==> src/hdl/ffpa_pkg.sv <==
// Shared constants, header layout and controller/datapath command and status types.
package ffpa_pkg;

  // Pool geometry: header slots are 8-byte aligned.
  localparam int unsigned POOL_BYTES   = 65536;
  localparam int unsigned HEADER_BYTES = 24;
  localparam int unsigned HDR_STEP     = ((HEADER_BYTES + 7) / 8) * 8;
  localparam int unsigned POOL_LEN     = (POOL_BYTES / 8) * 8;
  localparam int unsigned DEPTH        = POOL_LEN / 8;
  localparam int unsigned IDX_W        = $clog2(DEPTH);

  // Field widths.
  localparam int unsigned REQ_W   = 20;
  localparam int unsigned ADDR_W  = 16;
  localparam int unsigned NEED_W  = REQ_W + 1;
  localparam int unsigned SIZE_W  = $clog2(POOL_LEN + 1);
  localparam int unsigned OFF_W   = SIZE_W + 1;
  localparam int unsigned SUM_W   = ((OFF_W > NEED_W) ? OFF_W : NEED_W) + 1;
  localparam int unsigned ENTRY_W = SIZE_W + 1;

  // One block header as stored in the header memory.
  typedef struct packed {
    logic              free;
    logic [SIZE_W-1:0] size;
  } entry_t;

  // Which header write the datapath performs.
  typedef enum logic [2:0] {
    WR_INIT  = 3'd0,
    WR_TAKE  = 3'd1,
    WR_SPLIT = 3'd2,
    WR_MARK  = 3'd3,
    WR_MERGE = 3'd4
  } wr_kind_t;

  // Controller to datapath.
  typedef struct packed {
    logic     in_ready;
    logic     rd_en;
    logic     rd_next;
    logic     wr_en;
    wr_kind_t wr_kind;
    logic     advance;
    logic     latch_sz;
    logic     res_set;
    logic     res_grant;
    logic     res_addr;
    logic     out_load;
  } cmd_t;

  // Datapath to controller.
  typedef struct packed {
    logic in_fire;
    logic in_free;
    logic off_fits;
    logic fit;
    logic split_ok;
    logic fa_null;
    logic fa_ok;
    logic next_fits;
    logic next_free;
    logic out_stall;
  } sts_t;

endpackage

==> src/hdl/ffpa_ctrl.sv <==
// Sequencing state machine for the allocate walk and the free/merge steps.
module ffpa_ctrl (
  input  logic           clk,
  input  logic           rst,
  input  ffpa_pkg::sts_t sts,
  output ffpa_pkg::cmd_t cmd
);

  typedef enum logic [8:0] {
    S_INIT  = 9'b000000001,
    S_IDLE  = 9'b000000010,
    S_A_RD  = 9'b000000100,
    S_A_CHK = 9'b000001000,
    S_A_SPL = 9'b000010000,
    S_F_DEC = 9'b000100000,
    S_F_CHK = 9'b001000000,
    S_F_MRG = 9'b010000000,
    S_FIN   = 9'b100000000
  } state_t;

  state_t state;
  state_t state_next;

  always_ff @(posedge clk) begin
    if (rst) begin
      state <= S_INIT;
    end else begin
      state <= state_next;
    end
  end

  // Next state and commands.
  always_comb begin
    state_next    = state;
    cmd           = '0;
    cmd.wr_kind   = ffpa_pkg::WR_INIT;
    case (state)
      S_INIT: begin
        // Seed the pool as one free block.
        cmd.wr_en   = 1'b1;
        cmd.wr_kind = ffpa_pkg::WR_INIT;
        state_next  = S_IDLE;
      end
      S_IDLE: begin
        cmd.in_ready = 1'b1;
        if (sts.in_fire) begin
          state_next = sts.in_free ? S_F_DEC : S_A_RD;
        end
      end
      S_A_RD: begin
        if (sts.off_fits) begin
          cmd.rd_en  = 1'b1;
          state_next = S_A_CHK;
        end else begin
          cmd.res_set = 1'b1;
          state_next  = S_FIN;
        end
      end
      S_A_CHK: begin
        cmd.latch_sz = 1'b1;
        if (sts.fit) begin
          cmd.wr_en     = 1'b1;
          cmd.wr_kind   = ffpa_pkg::WR_TAKE;
          cmd.res_set   = 1'b1;
          cmd.res_grant = 1'b1;
          cmd.res_addr  = 1'b1;
          state_next    = sts.split_ok ? S_A_SPL : S_FIN;
        end else begin
          cmd.advance = 1'b1;
          state_next  = S_A_RD;
        end
      end
      S_A_SPL: begin
        cmd.wr_en   = 1'b1;
        cmd.wr_kind = ffpa_pkg::WR_SPLIT;
        state_next  = S_FIN;
      end
      S_F_DEC: begin
        if (sts.fa_null) begin
          cmd.res_set   = 1'b1;
          cmd.res_grant = 1'b1;
          state_next    = S_FIN;
        end else if (!sts.fa_ok) begin
          cmd.res_set = 1'b1;
          state_next  = S_FIN;
        end else begin
          cmd.rd_en  = 1'b1;
          state_next = S_F_CHK;
        end
      end
      S_F_CHK: begin
        cmd.wr_en     = 1'b1;
        cmd.wr_kind   = ffpa_pkg::WR_MARK;
        cmd.latch_sz  = 1'b1;
        cmd.res_set   = 1'b1;
        cmd.res_grant = 1'b1;
        if (sts.next_fits) begin
          cmd.rd_en   = 1'b1;
          cmd.rd_next = 1'b1;
          state_next  = S_F_MRG;
        end else begin
          state_next = S_FIN;
        end
      end
      S_F_MRG: begin
        if (sts.next_free) begin
          cmd.wr_en   = 1'b1;
          cmd.wr_kind = ffpa_pkg::WR_MERGE;
        end
        state_next = S_FIN;
      end
      S_FIN: begin
        if (!sts.out_stall) begin
          cmd.out_load = 1'b1;
          state_next   = S_IDLE;
        end
      end
      default: begin
        state_next = S_INIT;
      end
    endcase
  end

  // Check and merge states must see the read issued in the cycle before; a split follows a check.
  a_alloc_read: assert property (@(posedge clk) disable iff (rst)
    (state == S_A_CHK) |-> $past(cmd.rd_en))
    else $error("allocate check without a prior header read");

  a_split_order: assert property (@(posedge clk) disable iff (rst)
    (state == S_A_SPL) |-> $past(state == S_A_CHK))
    else $error("split write not preceded by a fitting check");

  a_merge_read: assert property (@(posedge clk) disable iff (rst)
    (state == S_F_MRG) |-> $past(cmd.rd_en && cmd.rd_next))
    else $error("merge step without a read of the following header");

endmodule

==> config.mk <==
export PLATFORM = sky130hd
export DESIGN_NAME = ffpa_ctrl
export DESIGN_NICKNAME = d
export VERILOG_FILES = /design/src/hdl/ffpa_pkg.sv /design/src/hdl/ffpa_ctrl.sv
export SDC_FILE = /design/constraint.sdc
export NUM_CORES = 1
export LEC_CHECK = 0
export ABC_CLOCK_PERIOD_IN_PS = 1700
export BUFFER_PORTS_ARGS = -buffer_cell sky130_fd_sc_hd__buf_2
export CAP_MARGIN = 20
export CORE_MARGIN = 3
export CORE_UTILIZATION = 50
export CTS_CLUSTER_DIAMETER = 30
export DETAILED_ROUTE_END_ITERATION = 12
export PLACE_DENSITY = 0.78
export SYNTH_ARGS = -nofsm -noshare
export SYNTH_HDL_FRONTEND = slang
export SYNTH_SLANG_ARGS = --single-unit
==> constraint.sdc <==
create_clock -name clk -period 1.7 [get_ports clk]
set_clock_uncertainty 0.1 [all_clocks]
set_input_delay 0.085 -clock clk [delete_from_list [all_inputs] [get_ports clk]]
set_output_delay 0.085 -clock clk [all_outputs]
set_load 0.05 [all_outputs]
==> impl_metrics.ini, run 1 <==
[status]
status = stopped before the end
lastStage = 5_1_grt
first-error = [ERROR DPL-0033] detailed placement checks failed during check placement.

[timing]
endpoint_type = top-level output
crit_endpoint = cmd[9]

[cts]
cts_root_buf = clkbuf_4
htreeDepth = 1
cts_buffers = 3
clock-sinks = 9
cts_max_path_buffers = 2

[floorplan]
die_h_um = 47.3
die_w_um = 47.3
start_util = 0.546
io_pins = 25
num_rows = 14

[synthesis]
syn_nets = 114
synth.area.top_cells = dfxtp_1 (21%), buf_6 (5.3%), buf_4 (3.5%)
syn_inst = 102
yosysSeqAreaShare = 0.212
synth.avg_cell_area_um2 = 8.34
ys_warn_count = 0
ys_ff_latch = 9
netlist.area_leader.share = 0.212
synth_top_area_cell = dfxtp_1
syn_area_um2 = 851
synth_cell_type_count = 44

[grt]
grt_max_degree = 10
antenna_found_initial = 0

[placed_design]
port-buffer-count = 24
dp_hpwl_um = 2020
gp_congestion = 0.876
dp_cells = 152
[stage by stage]
step                      utilization  setup WS [ns]  TNS (ns)  area [um2]
after CTS                       0.903        -0.0768    -0.322        1410
after detailed placement        0.699        -0.0745   -0.0745        1090
after global placement          0.699        -0.0214   -0.0214        1090
after floorplan                     -        -0.0379   -0.0542         902
[cell families after synthesis]
family,count (synthesis),share of synthesized area
AO/OA/AOI/OAI,22,0.209
XOR/XNOR,3,0.0309
buffers and inverters,17,0.151
flip-flops,9,0.212
AND/OR/NAND/NOR,51,0.397
[repair_timing]
item,in CTS
endpoints found under the hold margin,2
resized for setup,54
buffers inserted,11
hold buffers,3
pin swaps,9
endpoints found under the setup margin,14
[synth_stat cells, drive strengths merged]
| cell type | n |
|---|---|
| nand2b | 1 |
| o21bai | 2 |
| nand4b | 3 |
| or2 | 1 |
| inv | 7 |
| xor2 | 2 |
| o21ai | 5 |
| nor2b | 3 |
| a31oi | 2 |
| nor4b | 1 |
| dfxtp | 9 |
| o311a | 1 |
| o22a | 1 |
| nand4 | 2 |
| nand3b | 1 |
| nor3b | 3 |
| o211ai | 2 |
| and2 | 1 |
| and3b | 2 |
| or3b | 1 |
| buf | 8 |
| a2111o | 1 |
| a2111oi | 1 |
| nor3 | 7 |
| clkbuf | 2 |
| and4 | 1 |
| a41o | 1 |
| nand2 | 8 |
| a211o | 1 |
| a22oi | 1 |
| xnor2 | 1 |
| o22ai | 2 |
| or3 | 1 |
| nor2 | 8 |
| nor4 | 3 |
| a21oi | 2 |
| nand3 | 4 |
==> run 2, diff against run 1 <==
- CORE_AREA: default -> 3 3 64 66
- CORE_MARGIN: 3 -> default
- CORE_UTILIZATION: 50 -> default
- CTS_CLUSTER_DIAMETER: 30 -> default
- DIE_AREA: default -> 0 0 67 69
- PLACE_DENSITY: 0.78 -> default
- PLACE_DENSITY_LB_ADDON: default -> 0.15
==> impl_metrics.ini, run 2 <==
[cts]
cts_tree = built
cts_max_path_buffers = 2
htreeDepth = 1
insertion_delay_ns = 0.24
cts_buffers = 3
path_clk_slew_ns = 0.05
cts_root_buf = clkbuf_8
clock-sinks = 9

[setup_path]
criticalPathCategory = flip-flop to output port
end_kind = output port
cp.required_ns = 1.51
cp.arrival_ns = 1.59
r2r_start = state[4]
cp-endpoint = cmd[3]
worstPathMaxFanout = 7
worstReg2RegEnd = state[0]
rr_worst_depth = 4
critical_path.startpoint = state[6]
reg2reg_slack_ns = 0.05
start_kind = flip-flop

[synthesis]
ys_ff_latch = 9
syn_inst = 102
synth.avg_cell_area_um2 = 8.34
synth_common_cells = dfxtp_1 (9), nand2_1 (8), nor2_1 (8)
synthArstFlopShare = 0
yosysSeqAreaShare = 0.212
ys_warn_count = 0
netlist.area_leader.share = 0.212
yosysMostFrequentCell = dfxtp_1
synth.area.top_cells = dfxtp_1 (21%), buf_6 (5.3%), buf_4 (3.5%)
synth_edf_count = 0
ys.flop_type = dfxtp_1
synth_top_area_cell = dfxtp_1
syn_area_um2 = 851
synth_cell_type_count = 44
syn_nets = 114

[placed_design]
port-buffer-count = 24
gp_congestion = 0.829
dp_hpwl_um = 2010
place_ws_ns = -0.0154
dp_cells = 188

[finish]
layout_commonest_cell = buf_4
fin_cells = 197
layout_common_cells = buf_4 (26), buf_2 (12)
antenna_cells = 0
drive_gt1_frac = 0.564
largest-register = state
layout.nets = 162
syn_to_final_growth_pct = 64.7
largest_reg_flops = 9
reg_top3 = state x9

[status]
violations = setup timing
status = finished with violations

[floorplan]
die_w_um = 67
die_h_um = 69
io_pins = 25
num_rows = 22
core_mm2 = 0.00363
start_util = 0.234
die-area_mm2 = 0.00462

[worst_hold_path]
hold_class = input pin to flip-flop

[job]
drv_cap = 0

[grt]
antenna_found_initial = 0
grt_overflow = 0
grt_pass1_vias = 933
grt.total_usage = 0.120
grt_pass1_wl_um = 4400
grt_max_degree = 10

[power]
p_sw_mw = 0.264
p_total_mw = 0.789
comb_power_share = 0.368
swShare = 0.334
power_density_mw_per_mm2 = 563
peakVddDrop_v = 0.000572
pwr-share-clk = 0.335
pwr-share-seq = 0.297
p_leak_nw = 0.606
internal-power_mw = 0.525

[timing]
max_freq_ghz = 0.563
slew_headroom = 0.762
rsz0062_at_grt = true
hold_viol = 0
worst_pin_slew_ns = 0.357
finalSetupTns_ns = -0.333
final.setup.worst_slack_ns = -0.0770
timing.final.crit_share = 1.05
min_period_ns = 1.78
hold-worst-slack_ns = 0.0232
slew_violations = 0
setup_viol = 7

[drt]
drc_errors = 0
met2_length_um = 1300
ant_nets = 0
post_drt_wl_per_cell_um = 13.2
drt-total-wl_um = 2610
dr_wl_met3_um = 106
firstDrtPassIters = 4
drt_iter0_drc = 19
via_count = 967
vias_per_cell = 4.91
wl_met1_um = 1160
highest_layer = met4
run 2: cell counts after synthesis:
No cell type changed its count.
run 2: area by class of cell:
class | instances | area, um2
inverter | 7 | 26.3
multi-input combinational | 76 | 637
timing repair buffer | 53 | 424
fill | 391 | 2230
clock buffer | 4 | 45.0
sequential | 9 | 209
tap | 48 | 60.1
run 2: timing repair:
item / in CTS / in global routing
pin swaps: 8 / 3
endpoints found under the setup margin: 13 / 12
buffers inserted: 2 / 1
endpoints found under the hold margin: 2 / 0
hold buffers: 3 / 0
gates cloned: 0 / 0
resized for setup: 43 / 7
run 2: per-layer routing:
layer | vias up | track usage
li1 | 463 | -
met1 | 468 | 0.152
met2 | 26 | 0.200
met3 | 10 | 0.0326
met4 | 0 | 0.0270
met5 | - | 0
run 2: stage by stage:
stage                     instance area [um2]  utilization
final                                    1400        0.386
after global routing                     1400        0.386
after CTS                                1360        0.375
after detailed placement                 1160        0.319
after global placement                   1160        0.319
after floorplan                           902            -
run 2: cell families (layout without fill, tap and decap cells):
group	count (synthesis)	count (layout)	synth area share
XOR/XNOR	3	3	0.0309
AO/OA/AOI/OAI	22	22	0.209
AND/OR/NAND/NOR	51	51	0.397
buffers and inverters	17	64	0.151
flip-flops	9	9	0.212
run 2: how the worst min path moves through the flow:
stage	endpoint	startpoint	depth (start not counted)
2_1_floorplan	state[5]	sts[8]	2
3_3_place_gp	state[5]	sts[8]	3
3_5_place_dp	state[5]	sts[8]	3
4_1_cts	state[3]	sts[7]	3
5_1_grt	state[3]	sts[7]	3
6_report	state[3]	sts[7]	3
run 2: worst max-delay path: stages (launching register included):
cell	delay, ns
dfxtp_2	0.35
buf_4	0.16
nor2b_1	0.21
nand4b_1	0.19
nand2_2	0.14
o21bai_4	0.13
buf_6	0.17
run 2: power by group through the flow:
| stage | clock, mW | combinational (mW) | sequential, mW |
|---|---|---|---|
| floorplan | 0 | 0.179 | 0.228 |
| global placement | 0 | 0.251 | 0.240 |
| detailed placement | 0 | 0.251 | 0.240 |
| CTS | 0.272 | 0.284 | 0.235 |
| global route | 0.280 | 0.313 | 0.238 |
| finish | 0.264 | 0.290 | 0.235 |
Power figures use the tool's default switching activity.
==> run 3, diff against run 2 <==
- CTS_BUF_LIST: default -> sky130_fd_sc_hd__clkbuf_8
==> impl_metrics.ini, run 3 (same netlist as run 2, synthesis figures left out) <==
[timing]
hold-worst-slack_ns = 0.0237
min_period_ns = 1.76
rsz0062_at_grt = true
final.setup.worst_slack_ns = -0.0602
setup_viol = 7
max_freq_ghz = 0.568
slew_violations = 0
worst_pin_slew_ns = 0.359
slew_headroom = 0.761
timing.final.crit_share = 1.04
hold_viol = 0
finalSetupTns_ns = -0.224

[job]
drv_cap = 0

[setup_path]
cp.required_ns = 1.51
cp.arrival_ns = 1.58
worstPathMaxFanout = 6
start_kind = flip-flop
end_kind = output port
criticalPathCategory = flip-flop to output port

[cts]
htreeDepth = 1
cts_buffers = 3
path_clk_slew_ns = 0.05
cts_max_path_buffers = 2
insertion_delay_ns = 0.24
cts_root_buf = clkbuf_8
clock-sinks = 9
cts_tree = built

[grt]
antenna_found_initial = 0
grt_pass1_vias = 933
grt.total_usage = 0.120
grt_max_degree = 10
grt_overflow = 0
grt_pass1_wl_um = 4400

[placed_design]
port-buffer-count = 24
gp_congestion = 0.829
dp_hpwl_um = 2010
place_ws_ns = -0.0154

[drt]
vias_per_cell = 4.80
drc_errors = 0
firstDrtPassIters = 4
drt-total-wl_um = 2590
ant_nets = 0
post_drt_wl_per_cell_um = 13.1
via_count = 946
drt_iter0_drc = 19

[floorplan]
die_h_um = 69
num_rows = 22
die-area_mm2 = 0.00462
start_util = 0.234
io_pins = 25
core_mm2 = 0.00363
die_w_um = 67

[power]
peakVddDrop_v = 0.000571
internal-power_mw = 0.519
p_sw_mw = 0.261
pwr-share-seq = 0.301
power_density_mw_per_mm2 = 557
swShare = 0.335
comb_power_share = 0.370
pwr-share-clk = 0.329
p_leak_nw = 0.610

[finish]
layout.nets = 162
reg_top3 = state x9
drive_gt1_frac = 0.564
largest-register = state
syn_to_final_growth_pct = 64.7
layout_common_cells = buf_4 (26), buf_2 (12)
layout_commonest_cell = buf_4
antenna_cells = 0
utilization = 0.386
largest_reg_flops = 9

[status]
violations = setup timing
status = finished with violations

[worst_hold_path]
hold_class = input pin to flip-flop
## run 3: worst max-delay path, cell delays in order (launching register included)
cell and delay (ns):
dfxtp_4 0.41, nor3_4 0.06, and2_4 0.14, and4_4 0.19, or3b_4 0.37, buf_8 0.16
## run 3: final cells by class
type	instances	area (um2)
well taps	48	60.1
repair buffers	53	424
clock buffers	3	41.3
multi-input cells	76	637
inverters	7	26.3
fillers	391	2230
flip-flops and latches	9	209
clock inverters	1	3.75
## run 3: repair_timing
item	in CTS	in global routing
hold buffers	3	0
setup endpoints to repair	13	12
buffers inserted	2	1
pin swaps	8	3
gates resized for setup	43	7
hold endpoints to repair	2	0
## run 3: worst paths after layout
check	start	cells past startpoint	slack (ns)	endpoint
hold / removal	sts[7]	3	0.02	state[3]
hold reg to reg	state[0]	2	0.50	state[2]
setup / recovery	state[5]	5	-0.06	cmd[9]
setup reg to reg	state[4]	4	0.05	state[0]
## run 3: metal layers
metal / up-vias / track usage / routed length, um
li1: 464 / - / -
met1: 456 / 0.152 / 1160
met2: 24 / 0.200 / 1310
met3: 2 / 0.0326 / 107
met4: 0 / 0.0270 / 10
met5: - / 0 / 0
## run 3: power groups by stage
| stage | logic, mW | clock network [mW] | registers (mW) |
|---|---|---|---|
| 3_5_place_dp | 0.251 | 0 | 0.240 |
| 6_report | 0.289 | 0.257 | 0.235 |
| 3_3_place_gp | 0.251 | 0 | 0.240 |
| 4_1_cts | 0.284 | 0.266 | 0.235 |
| 2_1_floorplan | 0.179 | 0 | 0.228 |
| 5_1_grt | 0.313 | 0.275 | 0.238 |
## run 3: metrics by stage
step | std cells | cell area (um2) | power, mW
final | 197 | 1400 | 0.780
after global routing | 197 | 1400 | 0.825
after CTS | 196 | 1360 | 0.784
after detailed placement | 188 | 1160 | 0.490
after global placement | 188 | 1160 | 0.491
after floorplan | 102 | 902 | 0.406
==> run 4, diff against run 3 <==
- ABC_CLOCK_PERIOD_IN_PS: 1700 -> 1450
- clock period: 1.7 -> 1.45 ns (I/O delays scaled with it)
==> impl_metrics.ini, run 4 (same netlist as run 2, synthesis figures left out) <==
[timing]
finalSetupTns_ns = -4.23
slew_violations = 0
max_freq_ghz = 0.546
slew_headroom = 0.785
hold_viol = 0
min_period_ns = 1.83
worst_pin_slew_ns = 0.322
final.setup.worst_slack_ns = -0.382
timing.final.crit_share = 1.26
setup_viol = 18
rsz0062_at_grt = true

[drt]
drt_iter0_drc = 29
ant_nets = 0
post_drt_wl_per_cell_um = 13.0
via_count = 991
drc_errors = 0
drt-total-wl_um = 2820
vias_per_cell = 4.57
firstDrtPassIters = 3

[finish]
largest-register = state
largest_reg_flops = 9
fin_cells = 217
syn_to_final_growth_pct = 88.4
antenna_cells = 0
reg_top3 = state x9
final_cell_area_mm2 = 0.00160
drive_gt1_frac = 0.663
layout_common_cells = buf_4 (45), buf_2 (12), buf_6 (7)
layout.nets = 182
layout_commonest_cell = buf_4

[setup_path]
worstPathMaxFanout = 4
path_cells = buf_4 > nor3_4 > and2_4 > and4_4 > or3b_4 > buf_4
path_buf_inv = 2
crit_top_cell = buf_4
slowest_delay_ns = 0.38
cp.required_ns = 1.28
path_delay_family = simple AND/OR/NAND/NOR gates
start_kind = flip-flop
criticalPathCategory = flip-flop to output port
r2r_start = state[5]
critical_path.startpoint = state[5]
slowest_stage = dfxtp_2
cp.arrival_ns = 1.66
end_kind = output port

[power]
p_leak_nw = 0.698
power_density_mw_per_mm2 = 591
peakVddDrop_v = 0.000300

[placed_design]
dp_cells = 202
gp_congestion = 0.820
port-buffer-count = 24
postPlaceCellArea_mm2 = 0.00131
place_ws_ns = -0.332
dp_hpwl_um = 2150

[worst_hold_path]
hold_class = input pin to flip-flop
min_from = sts[5]

[cts]
cts_buffers = 3
cts_tree = built
cts_root_buf = clkbuf_8
cts_max_path_buffers = 2
path_clk_slew_ns = 0.05
insertion_delay_ns = 0.24
clock-sinks = 9
htreeDepth = 1

[floorplan]
die_w_um = 67
num_rows = 22
core_mm2 = 0.00363
io_pins = 25
die_h_um = 69
start_util = 0.234
die-area_mm2 = 0.00462

[grt]
grt_pass1_wl_um = 4900
busiest_layer = met2
grt.total_usage = 0.138
grtUsageMet2 = 0.225
grt_overflow = 0
antenna_found_initial = 0
grt_pass1_vias = 1047
grt_max_degree = 10
met3_usage = 0.0179
met1_usage = 0.172

[status]
violations = setup timing
status = finished with violations

[job]
drv_cap = 0
-- run 4: report_power, final --
group | total (mW) | switching, mW | leakage [nW] | internal [mW]
sequential | 0.282 | 0.0252 | 0.0776 | 0.257
clock | 0.292 | 0.107 | 0.0269 | 0.185
combinational | 0.372 | 0.185 | 0.594 | 0.187
total | 0.947 | 0.318 | 0.698 | 0.629
-- run 4: cell type report --
| cell class | count | area, um2 |
|---|---|---|
| Sequential cell | 9 | 199 |
| Clock buffer | 3 | 41.3 |
| Clock inverter | 1 | 3.75 |
| Multi-Input combinational cell | 76 | 676 |
| Inverter | 7 | 26.3 |
| Tap cell | 48 | 60.1 |
| Fill cell | 374 | 2030 |
| Timing Repair Buffer | 73 | 597 |
-- run 4: worst paths after layout --
kind / endpoint / depth (start not counted) / slack (ns)
worst max-delay path: cmd[9] / 6 / -0.38
worst max register to register: state[0] / 7 / -0.29
worst min register to register: state[8] / 2 / 0.53
worst min-delay path: state[4] / 3 / 0.02
-- run 4: worst reg2reg max path, stage by stage (launching register included) --
cell	delay (ns)
dfxtp_2	0.35
buf_4	0.14
nor3_4	0.17
buf_4	0.16
buf_4	0.09
nand2_1	0.04
a2111o_1	0.36
a41o_1	0.22
-- run 4: layer usage --
layer	up-vias	share of wire
met3	7	0.034
met2	22	0.51
met5	-	0
met4	0	0.032
met1	455	0.43
li1	507	-
-- run 4: repair_timing --
item,4_1_cts,5_1_grt
resized for setup,49,5
cloned,0,0
hold endpoints to repair,2,0
hold buffers,3,0
pin swaps,5,3
setup buffers,5,5
setup endpoints to repair,21,22
-- run 4: stage by stage --
stage / utilization / hold slack [ns] / power, mW
floorplan: - / 0.0908 / 0.501
global placement: 0.361 / 0.240 / 0.609
detailed placement: 0.361 / 0.235 / 0.608
CTS: 0.432 / 0.00839 / 0.962
global route: 0.441 / 0.0181 / 1.01
finish: 0.441 / 0.0192 / 0.947
